===== config.mk =====
export PLATFORM = sky130hd
export DESIGN_NAME = laser_dac_command_state_machine_core
export DESIGN_NICKNAME = d
export VERILOG_FILES = /design/src/rtl/ldc_pkg.sv /design/src/rtl/ldc_front.sv /design/src/rtl/ldc_queue.sv /design/src/rtl/ldc_back.sv /design/src/rtl/laser_dac_command_state_machine_core.sv
export SDC_FILE = /design/constraint.sdc
export NUM_CORES = 1
export LEC_CHECK = 0
export BUFFER_PORTS_ARGS = -buffer_cell sky130_fd_sc_hd__buf_4
export CAP_MARGIN = 5
export CORE_ASPECT_RATIO = 1.1
export CORE_MARGIN = 2
export CORE_UTILIZATION = 55
export DETAILED_ROUTE_END_ITERATION = 10
export GPL_ROUTABILITY_DRIVEN = 0
export PLACE_DENSITY = 0.85
export SLEW_MARGIN = 20
export SYNTH_ARGS = -nofsm -noshare
export SYNTH_HDL_FRONTEND = slang
export SYNTH_HIERARCHICAL = 1
export SYNTH_SLANG_ARGS = --single-unit

===== constraint.sdc =====
create_clock -name clk -period 7.47 [get_ports clk]
set_clock_uncertainty 0.1 [all_clocks]
set_input_delay 0.3735 -clock clk [delete_from_list [all_inputs] [get_ports clk]]
set_output_delay 0.3735 -clock clk [all_outputs]
set_load 0.03 [all_outputs]

===== src/rtl/ldc_pkg.sv =====
// Shared types, codes and constants of the laser DAC command engine.
`default_nettype none
package ldc_pkg;

    localparam int DEF_BUFFER_POINTS = 2048;
    localparam int QUEUE_DEPTH       = 2;
    localparam logic [31:0] RESET_RATE = 32'd30000;

    localparam logic [1:0] REQ_COMMAND    = 2'd0;
    localparam logic [1:0] REQ_TICK       = 2'd1;
    localparam logic [1:0] REQ_DISCONNECT = 2'd2;

    localparam logic [7:0] OPCODE_PREPARE = 8'h70;
    localparam logic [7:0] OPCODE_START   = 8'h62;
    localparam logic [7:0] OPCODE_POINTS  = 8'h64;
    localparam logic [7:0] OPCODE_QRATE   = 8'h71;
    localparam logic [7:0] OPCODE_HALT    = 8'h73;
    localparam logic [7:0] OPCODE_QUERY   = 8'h3F;
    localparam logic [7:0] OPCODE_ESTOP_A = 8'h00;
    localparam logic [7:0] OPCODE_ESTOP_B = 8'hFF;
    localparam logic [7:0] OPCODE_CLEAR   = 8'h63;

    localparam logic [1:0] RK_ACK         = 2'd0;
    localparam logic [1:0] RK_NAK_FULL    = 2'd1;
    localparam logic [1:0] RK_NAK_INVALID = 2'd2;
    localparam logic [1:0] RK_DRAIN       = 2'd3;

    localparam logic [1:0] ENG_CODE_READY = 2'd0;
    localparam logic [1:0] ENG_CODE_ESTOP = 2'd3;
    localparam logic [1:0] PB_CODE_IDLE     = 2'd0;
    localparam logic [1:0] PB_CODE_PREPARED = 2'd1;
    localparam logic [1:0] PB_CODE_PLAYING  = 2'd2;

    typedef enum logic [3:0] {
        OPC_PREPARE,
        OPC_BEGIN,
        OPC_DATA_OK,
        OPC_DATA_BAD,
        OPC_QRATE,
        OPC_STOP,
        OPC_PING,
        OPC_ESTOP,
        OPC_CLEAR,
        OPC_UNKNOWN,
        OPC_TICK,
        OPC_DISCONNECT
    } opclass_t;

    typedef enum logic [1:0] {
        ENG_READY = 2'b01,
        ENG_ESTOP = 2'b10
    } eng_state_t;

    typedef enum logic [2:0] {
        PB_IDLE     = 3'b001,
        PB_PREPARED = 3'b010,
        PB_PLAYING  = 3'b100
    } pb_state_t;

    typedef struct packed {
        opclass_t    op;
        logic [7:0]  code;
        logic [31:0] rate;
        logic [15:0] points;
        logic        timed_out;
    } entry_t;

endpackage
`default_nettype wire


===== src/rtl/ldc_front.sv =====
// Front end: request handshake and classification of each request.
`default_nettype none
module ldc_front
    import ldc_pkg::*;
#(
    parameter int BUFFER_POINTS = DEF_BUFFER_POINTS
)
(
    input  wire logic        req_valid,
    output logic             req_stall,
    input  wire logic [1:0]  req_type,
    input  wire logic [7:0]  command_code,
    input  wire logic [31:0] rate_arg,
    input  wire logic [15:0] points_arg,
    input  wire logic        timed_out,
    input  wire logic        q_full,
    output logic             q_push,
    output entry_t           q_entry
);

    localparam logic [16:0] MAX_POINTS = 17'(BUFFER_POINTS);

    logic     data_ok;
    logic     keep;
    opclass_t op;

    assign data_ok = (points_arg != 16'd0) && ({1'b0, points_arg} <= MAX_POINTS);

    always_comb
    begin
        op   = OPC_PING;
        keep = 1'b1;
        unique case (req_type)
            REQ_COMMAND:
            begin
                unique case (command_code)
                    OPCODE_PREPARE: op = OPC_PREPARE;
                    OPCODE_START:   op = OPC_BEGIN;
                    OPCODE_POINTS:  op = data_ok ? OPC_DATA_OK : OPC_DATA_BAD;
                    OPCODE_QRATE:   op = OPC_QRATE;
                    OPCODE_HALT:    op = OPC_STOP;
                    OPCODE_QUERY:   op = OPC_PING;
                    OPCODE_ESTOP_A: op = OPC_ESTOP;
                    OPCODE_ESTOP_B: op = OPC_ESTOP;
                    OPCODE_CLEAR:   op = OPC_CLEAR;
                    default:        op = OPC_UNKNOWN;
                endcase
            end
            REQ_TICK:       op = OPC_TICK;
            REQ_DISCONNECT: op = OPC_DISCONNECT;
            default:        keep = 1'b0;
        endcase
    end

    assign req_stall         = q_full;
    assign q_push            = req_valid && !q_full && keep;
    assign q_entry.op        = op;
    assign q_entry.code      = command_code;
    assign q_entry.rate      = rate_arg;
    assign q_entry.points    = points_arg;
    assign q_entry.timed_out = timed_out;

endmodule
`default_nettype wire


===== src/rtl/ldc_queue.sv =====
// Short request queue between the front end and the execution back end.
`default_nettype none
module ldc_queue
    import ldc_pkg::*;
(
    input  wire logic   clk,
    input  wire logic   rst_n,
    input  wire logic   push,
    input  wire entry_t push_entry,
    output logic        full,
    output logic        head_valid,
    output entry_t      head,
    input  wire logic   pop
);

    localparam int PTR_W = (QUEUE_DEPTH > 1) ? $clog2(QUEUE_DEPTH) : 1;
    localparam int CNT_W = $clog2(QUEUE_DEPTH + 1);
    localparam logic [CNT_W-1:0] DEPTH_C = CNT_W'(QUEUE_DEPTH);
    localparam logic [PTR_W-1:0] LAST    = PTR_W'(QUEUE_DEPTH - 1);

    entry_t           mem [QUEUE_DEPTH];
    logic [PTR_W-1:0] wr_ptr_reg, wr_ptr_next;
    logic [PTR_W-1:0] rd_ptr_reg, rd_ptr_next;
    logic [CNT_W-1:0] count_reg, count_next;
    logic             do_pop;

    assign full       = (count_reg == DEPTH_C);
    assign head_valid = (count_reg != '0);
    assign head       = mem[rd_ptr_reg];
    assign do_pop     = pop && head_valid;

    always_comb
    begin
        wr_ptr_next = wr_ptr_reg;
        rd_ptr_next = rd_ptr_reg;
        count_next  = count_reg;
        if (push)
        begin
            wr_ptr_next = (wr_ptr_reg == LAST) ? '0 : wr_ptr_reg + 1'b1;
        end
        if (do_pop)
        begin
            rd_ptr_next = (rd_ptr_reg == LAST) ? '0 : rd_ptr_reg + 1'b1;
        end
        if (push && !do_pop)
        begin
            count_next = count_reg + 1'b1;
        end
        else if (do_pop && !push)
        begin
            count_next = count_reg - 1'b1;
        end
    end

    always_ff @(posedge clk or negedge rst_n)
    begin
        if (!rst_n)
        begin
            wr_ptr_reg <= '0;
            rd_ptr_reg <= '0;
            count_reg  <= '0;
        end
        else
        begin
            wr_ptr_reg <= wr_ptr_next;
            rd_ptr_reg <= rd_ptr_next;
            count_reg  <= count_next;
        end
    end

    always_ff @(posedge clk)
    begin
        if (push)
        begin
            mem[wr_ptr_reg] <= push_entry;
        end
    end

endmodule
`default_nettype wire


===== src/rtl/ldc_back.sv =====
// Back end: engine, playback, buffer, rate and count state plus the response register.
`default_nettype none
module ldc_back
    import ldc_pkg::*;
#(
    parameter int BUFFER_POINTS = DEF_BUFFER_POINTS
)
(
    input  wire logic   clk,
    input  wire logic   rst_n,
    input  wire logic   head_valid,
    input  wire entry_t head,
    output logic        pop,
    output logic        rsp_valid,
    input  wire logic   rsp_stall,
    output logic [1:0]  response_kind,
    output logic [7:0]  command_echo,
    output logic [1:0]  engine_state,
    output logic        estop_flag,
    output logic [1:0]  play_status,
    output logic [11:0] buffer_level,
    output logic [31:0] current_rate,
    output logic [31:0] played_count,
    output logic [11:0] drained_points
);

    localparam int FILL_W = $clog2(BUFFER_POINTS + 1);

    eng_state_t        eng_reg, eng_next;
    pb_state_t         pb_reg, pb_next;
    logic [FILL_W-1:0] fill_reg, fill_next;
    logic [31:0]       rate_reg, rate_next;
    logic [31:0]       count_reg, count_next;
    logic [FILL_W-1:0] drained;
    logic [1:0]        kind;
    logic              has_rsp;
    logic              can_load;
    logic              load;
    logic              rsp_valid_reg;
    logic [FILL_W+11:0] fill_wide;
    logic [FILL_W+11:0] drain_wide;

    logic [1:0]  kind_reg;
    logic [7:0]  echo_reg;
    logic [1:0]  eng_out_reg;
    logic        estop_out_reg;
    logic [1:0]  pb_out_reg;
    logic [11:0] fill_out_reg;
    logic [31:0] rate_out_reg;
    logic [31:0] count_out_reg;
    logic [11:0] drain_out_reg;

    assign has_rsp  = (head.op != OPC_DISCONNECT);
    assign can_load = !rsp_valid_reg || !rsp_stall;
    assign pop      = head_valid && (!has_rsp || can_load);
    assign load     = pop && has_rsp;

    always_comb
    begin
        eng_next   = eng_reg;
        pb_next    = pb_reg;
        fill_next  = fill_reg;
        rate_next  = rate_reg;
        count_next = count_reg;
        drained    = '0;
        kind       = RK_ACK;
        unique case (head.op)
            OPC_PREPARE:
            begin
                if (eng_reg == ENG_READY && pb_reg == PB_IDLE)
                begin
                    fill_next  = '0;
                    pb_next    = PB_PREPARED;
                    count_next = '0;
                end
                else
                begin
                    kind = RK_NAK_INVALID;
                end
            end
            OPC_BEGIN:
            begin
                if (pb_reg == PB_PREPARED)
                begin
                    rate_next  = head.rate;
                    count_next = '0;
                    pb_next    = PB_PLAYING;
                end
                else
                begin
                    kind = RK_NAK_INVALID;
                end
            end
            OPC_DATA_OK:
            begin
                if (pb_reg != PB_IDLE)
                begin
                    fill_next = head.points[FILL_W-1:0];
                end
                else
                begin
                    kind = RK_NAK_INVALID;
                end
            end
            OPC_DATA_BAD:
            begin
                kind = RK_NAK_INVALID;
            end
            OPC_QRATE:
            begin
                if (pb_reg != PB_IDLE)
                begin
                    rate_next = head.rate;
                end
                else
                begin
                    kind = RK_NAK_INVALID;
                end
            end
            OPC_STOP:
            begin
                pb_next   = PB_IDLE;
                fill_next = '0;
            end
            OPC_PING:
            begin
            end
            OPC_ESTOP:
            begin
                eng_next  = ENG_ESTOP;
                pb_next   = PB_IDLE;
                fill_next = '0;
            end
            OPC_CLEAR:
            begin
                if (eng_reg == ENG_ESTOP)
                begin
                    eng_next = ENG_READY;
                end
                else
                begin
                    kind = RK_NAK_INVALID;
                end
            end
            OPC_UNKNOWN:
            begin
                eng_next = ENG_ESTOP;
                pb_next  = PB_IDLE;
            end
            OPC_TICK:
            begin
                kind      = RK_DRAIN;
                drained   = (head.timed_out && pb_reg == PB_PLAYING) ? '0 : fill_reg;
                fill_next = '0;
                if (pb_reg == PB_PLAYING)
                begin
                    count_next = count_reg + {{(32-FILL_W){1'b0}}, drained};
                end
            end
            OPC_DISCONNECT:
            begin
                pb_next = PB_IDLE;
            end
            default:
            begin
            end
        endcase
    end

    assign fill_wide  = {12'd0, fill_next};
    assign drain_wide = {12'd0, drained};

    always_ff @(posedge clk or negedge rst_n)
    begin
        if (!rst_n)
        begin
            eng_reg       <= ENG_READY;
            pb_reg        <= PB_IDLE;
            fill_reg      <= '0;
            rate_reg      <= RESET_RATE;
            count_reg     <= '0;
            rsp_valid_reg <= 1'b0;
        end
        else
        begin
            if (pop)
            begin
                eng_reg   <= eng_next;
                pb_reg    <= pb_next;
                fill_reg  <= fill_next;
                rate_reg  <= rate_next;
                count_reg <= count_next;
            end
            if (load)
            begin
                rsp_valid_reg <= 1'b1;
            end
            else if (!rsp_stall)
            begin
                rsp_valid_reg <= 1'b0;
            end
        end
    end

    always_ff @(posedge clk)
    begin
        if (load)
        begin
            kind_reg      <= kind;
            echo_reg      <= (head.op == OPC_TICK) ? 8'd0 : head.code;
            eng_out_reg   <= (eng_next == ENG_ESTOP) ? ENG_CODE_ESTOP : ENG_CODE_READY;
            estop_out_reg <= (eng_next == ENG_ESTOP);
            unique case (pb_next)
                PB_IDLE:     pb_out_reg <= PB_CODE_IDLE;
                PB_PREPARED: pb_out_reg <= PB_CODE_PREPARED;
                PB_PLAYING:  pb_out_reg <= PB_CODE_PLAYING;
                default:     pb_out_reg <= PB_CODE_IDLE;
            endcase
            fill_out_reg  <= fill_wide[11:0];
            rate_out_reg  <= rate_next;
            count_out_reg <= count_next;
            drain_out_reg <= drain_wide[11:0];
        end
    end

    assign rsp_valid      = rsp_valid_reg;
    assign response_kind  = kind_reg;
    assign command_echo   = echo_reg;
    assign engine_state   = eng_out_reg;
    assign estop_flag     = estop_out_reg;
    assign play_status    = pb_out_reg;
    assign buffer_level   = fill_out_reg;
    assign current_rate   = rate_out_reg;
    assign played_count   = count_out_reg;
    assign drained_points = drain_out_reg;

endmodule
`default_nettype wire


===== src/rtl/laser_dac_command_state_machine_core.sv =====
// A response passes through the queue entry and then the response register.
// Throughput: one request per cycle unless rsp_stall holds the response register.
// The two-entry queue holds requests while the response register is stalled.
// Disconnect and unused request types produce no response.
// Reset (rst_n low, asynchronous): ready, idle, empty buffer, rate 30000, count 0, queue empty.
`default_nettype none
module laser_dac_command_state_machine_core
    import ldc_pkg::*;
#(
    parameter int BUFFER_POINTS = DEF_BUFFER_POINTS
)
(
    input  wire logic        clk,
    input  wire logic        rst_n,
    input  wire logic        req_valid,
    output logic             req_stall,
    input  wire logic [1:0]  req_type,
    input  wire logic [7:0]  command_code,
    input  wire logic [31:0] rate_arg,
    input  wire logic [15:0] points_arg,
    input  wire logic        timed_out,
    output logic             rsp_valid,
    input  wire logic        rsp_stall,
    output logic [1:0]       response_kind,
    output logic [7:0]       command_echo,
    output logic [1:0]       engine_state,
    output logic             estop_flag,
    output logic [1:0]       play_status,
    output logic [11:0]      buffer_level,
    output logic [31:0]      current_rate,
    output logic [31:0]      played_count,
    output logic [11:0]      drained_points
);

    logic   q_full;
    logic   q_push;
    entry_t q_entry;
    logic   head_valid;
    entry_t head;
    logic   pop;

    ldc_front #(
        .BUFFER_POINTS(BUFFER_POINTS)
    ) u_front (
        .req_valid   (req_valid),
        .req_stall   (req_stall),
        .req_type    (req_type),
        .command_code(command_code),
        .rate_arg    (rate_arg),
        .points_arg  (points_arg),
        .timed_out   (timed_out),
        .q_full      (q_full),
        .q_push      (q_push),
        .q_entry     (q_entry)
    );

    ldc_queue u_queue (
        .clk       (clk),
        .rst_n     (rst_n),
        .push      (q_push),
        .push_entry(q_entry),
        .full      (q_full),
        .head_valid(head_valid),
        .head      (head),
        .pop       (pop)
    );

    ldc_back #(
        .BUFFER_POINTS(BUFFER_POINTS)
    ) u_back (
        .clk           (clk),
        .rst_n         (rst_n),
        .head_valid    (head_valid),
        .head          (head),
        .pop           (pop),
        .rsp_valid     (rsp_valid),
        .rsp_stall     (rsp_stall),
        .response_kind (response_kind),
        .command_echo  (command_echo),
        .engine_state  (engine_state),
        .estop_flag    (estop_flag),
        .play_status   (play_status),
        .buffer_level  (buffer_level),
        .current_rate  (current_rate),
        .played_count  (played_count),
        .drained_points(drained_points)
    );

endmodule
`default_nettype wire


* Yosys cells after proc, flatten, opt, wreduce, memory -nomap -nowiden
Memory sizes are Yosys's and may differ from the RTL's. Cells that the tools add are included.
Operators by class: add/sub/neg operators 5, multiply operators 0, divide/modulo/power cells 0, magnitude comparators 1, eq/ne operators 32, shift-type cells 0, mux-type cells 35, bitwise gates (word level) 0, reductions and logical operators 30
Operators by type and width (count):
- $mux W32 | 5
- $pmux W32 S3 | 1
- $pmux W32 S2 | 1
- $eq A8 B7 Y1 const B | 6
- $mux W12 | 3
- $pmux W12 S3 | 1
- $add A32 B12 Y32 | 1
- $pmux W4 S8 | 1
- $eq A4 B4 Y1 const B | 4
- $le A16 B12 Y1 const B | 1
- $mux W2 | 8
- $reduce_bool A16 Y1 | 1
- $eq A4 B3 Y1 const B | 3
- $pmux W2 S6 | 1
- $pmux W4 S3 | 1
- $logic_and A1 B1 Y1 | 10
- $pmux W3 S3 | 1
- $eq A2 B2 Y1 const B | 4
- $eq A4 B2 Y1 const B | 2
- $eq A8 B6 Y1 const B | 1
- $eq A8 B8 Y1 const B | 1
- $logic_not A8 Y1 | 1
- $mux W1 | 8
- $pmux W2 S2 | 2
- other kinds (20) | 35
Word-level totals: bits in registers 189, latch bits 0, memory bits (writable) 122, bits in read-only memories 0, output and inout port bits 105, word-level logic and storage cells 122, memories 1
Memories:
- u_queue.mem | words 2, bits a word 61, rd ports 1, clocked after memory_dff 0, write ports 1, RTL line ldc_queue.sv:21 | entry_t mem [QUEUE_DEPTH];

* Depth between registers and ports, before layout
An unclocked memory read counts as a cell.
depth in word-level cells 9, mapped depth 16

* Modules after synthesis
Netlist, hierarchy kept.
By module, submodules not included:
- ldc_back | times used 1, cells an instance 752, area each 8891.0 um2
- ldc_queue | times used 1, cells an instance 206, area each 4892.2 um2
- ldc_front | times used 1, cells an instance 106, area each 788.3 um2

* Worst setup path before layout
OpenSTA, ideal clock, no wires.
kind register -> register, from register u_queue.rd_ptr_reg, to register u_back.fill_out_reg[0], in the netlist u_back/buffer_level[0], enable pin, data arrival time 5.974 ns, required time 6.808 ns, setup slack 0.834 ns, stages on the path, launching flop included 10, path buffers 4, period minus slack after synthesis 6.636 ns, path through dfrtp_1 buf_6 buf_12 mux2_4 buf_2 nor2b_1 and3_1 o21ai_2 clkbuf_1 nor2_1
RTL lines:
- from (decl) | RTL line ldc_queue.sv:23 | logic [PTR_W-1:0] rd_ptr_reg, rd_ptr_next;
- from (signal assigned) | RTL line ldc_queue.sv:66 | rd_ptr_reg <= rd_ptr_next;
- to (signal assigned) | RTL line ldc_back.sv:219 | fill_out_reg <= fill_wide[11:0];
- to (decl) | RTL line ldc_back.sv:48 | logic [11:0] fill_out_reg;

==> results.txt <==
Post-Synthesis Cells: 1048
CP Cell Sequence: mux2_4, and2_1, nor2b_1, ha_1, inv_1, fa_1, and2b_1, o211ai_1, a31o_1, a211oi_2, a31oi_1, o21ai_0, o31ai_1
CP arrival: 5.04 ns
Worst IR Drop VDD: 0.365 mV
WP buf/inv: 1
Area of the multi-input gates: 4800 um^2
Total die area: 27200 um^2
Core area: 25300 um^2
Comb power frac: 0.352
Worst path depth: 13
Final Hold Viols: 0
First-pass GRT wire length: 46.1 mm
Clock power frac: 0.228
Final setup TNS: 0 ns
HP Class: in2reg
Area Overhead vs Synth: 17.9%
Initial Utilization: 0.562
Clock slew at reported path FFs: 0.06 ns
WL final: 29.5 mm
Grt ovf: 0
Ant. Diodes: 0
Slowest stage delay, CP: 1.15 ns
R2r setup slk: 2.62 ns
Die X: 157 um
Worst Setup Slack, final: 2.62 ns
Worst setup SP type: flop
CTS root buf: clkbuf_16
Synthesis Warnings: 6
Worst slew margin: 0.272
TritonCTS clock tree: done
Commonest non-fill, non-tap cells in the layout: edfxtp_1 (215), buf_4 (173), nand2_1 (88)
Crit-path slowest cell: dfrtp_4
Final setup vio count: 0
Synth Area per Inst: 13.6 um^2
Worst-skew pair later-pin latency: 0.55 ns
Antenna viol nets, final: 0
Wirelength per Cell: 18.8 um
Drt drc: 0
Clock buffer depth: 3
Fin Hold WS: 0.105 ns
Syn Nets: 1127
Fmax: 206 MHz
Internal Power: 0.00431 W
GR Util All Layers: 0.214
Critical Path Sink: u_back/played_count[18]
CTS sink cnt: 301
Post-place setup slack: 2.63 ns
HPWL Detailed: 18.5 mm
Kind of critical path: reg2reg
Sw frac: 0.350
Critical Path Start: u_queue/rd_ptr_reg
CTS H-tree lvls: 1
Critical R2R Launch: u_queue/rd_ptr_reg
Reg with most FFs: u_queue/mem
Max-slew violations: 0
Filler instances: 1789
Vias: 8913
Fin crit period: 4.85 ns
Max reg flops: 114
Tot Pwr: 0.00663 W
Non-filler cells, final: 1567
Top-Level Pins: 168
Share of cells above drive strength 1: 0.287
Leakage Power: 6.75 nW
Antenna violations before repair: 0
Largest net degree at the start of global routing: 70
Crit path max fanout: 58
Family with the most delay on the worst path: compound AO/OA/AOI/OAI gates
Die Span Y: 173 um
Synth Cell Area: 14200 um^2
Worst R2R End: u_back/played_count[18]
First-pass iteration count of the detailed router: 7
PD cells: 395 nW/um^2
Port buffer count: 167
Total Nets Final: 1276
Total area of sequential cells: 8620 um^2
NetSw: 0.00232 W
Placed insts: 1457
Cts bufs inserted: 30
FF-to-FF path depth: 13
DRT iter0 DRCs: 635
Vias per cell: 5.69
Slew at the pin with the worst max-slew slack: 1.09 ns
Rows: 61
Final cycle utilization of the critical path: 0.650
Crit end category: flop
Max Cap Viol: 0
Sequential power share: 0.420
RSZ-0062 raised after global routing: false
Most common cell after layout, fill and taps aside: edfxtp_1
Vias in the first global route: 8614
CP Data Required Time: 7.66 ns
Status: completed
-- area by class of cell --
class,count,share of cell area
clock buffer,43,0.0507
clock inverter,13,0.00886
inverter,15,0.00335
multi-input combinational,620,0.286
sequential,301,0.513
tap,346,0.0258
timing repair buffer,229,0.112
-- routing by layer --
metal / wire length (um) / up-vias / global-route usage
li1: - / 4179 / -
met1: 11700 / 4349 / 0.279
met2: 15400 / 328 / 0.376
met3: 1600 / 57 / 0.0268
met4: 745 / 0 / 0.0625
met5: 0 / - / 0
-- worst min path at each step --
stage                     startpoint                  end  slack, ns  cells past startpoint
after floorplan                rst_n  u_back/count_reg[0]      -0.02                      0
after global placement         rst_n   u_back/rate_reg[1]       0.22                      1
after detailed placement       rst_n   u_back/rate_reg[1]       0.23                      1
after CTS                  rsp_stall     u_back/rsp_valid       0.09                      3
after global routing       rsp_stall     u_back/rsp_valid       0.08                      3
final                      rsp_stall     u_back/rsp_valid       0.10                      3
-- timing repair --
item,in CTS,in global routing
endpoints found under the hold margin,131,0
setup buffers,0,0
setup endpoints to repair,0,0
hold buffers,54,0
gates resized for setup,0,0
-- worst register-to-register path, stage by stage, from the launching register on --
cell      delay (ns)
dfrtp_4         1.15
mux2_4          0.36
and2_1          0.26
nor2b_1         0.17
ha_1            0.19
inv_1           0.06
fa_1            0.40
and2b_1         0.23
o211ai_1        0.10
a31o_1          0.28
a211oi_2        0.79
a31oi_1         0.22
o21ai_0         0.20
o31ai_1         0.10
-- per-stage QoR --
step / area (um^2) / utilization
after floorplan: 14200 / -
after global placement: 15200 / 0.601
after detailed placement: 15300 / 0.602
after CTS: 16800 / 0.663
after global routing: 16800 / 0.663
final: 16800 / 0.663
-- power groups by stage --
stage                     sequential, W  combinational, W  clock [W]
final                           0.00279           0.00233    0.00151
after floorplan                 0.00327           0.00121          0
after CTS                       0.00279           0.00234    0.00154
after global placement          0.00280           0.00225          0
after global routing            0.00284           0.00247    0.00161
after detailed placement        0.00282           0.00230          0
Note: power is estimated with default switching activity, not from simulation.
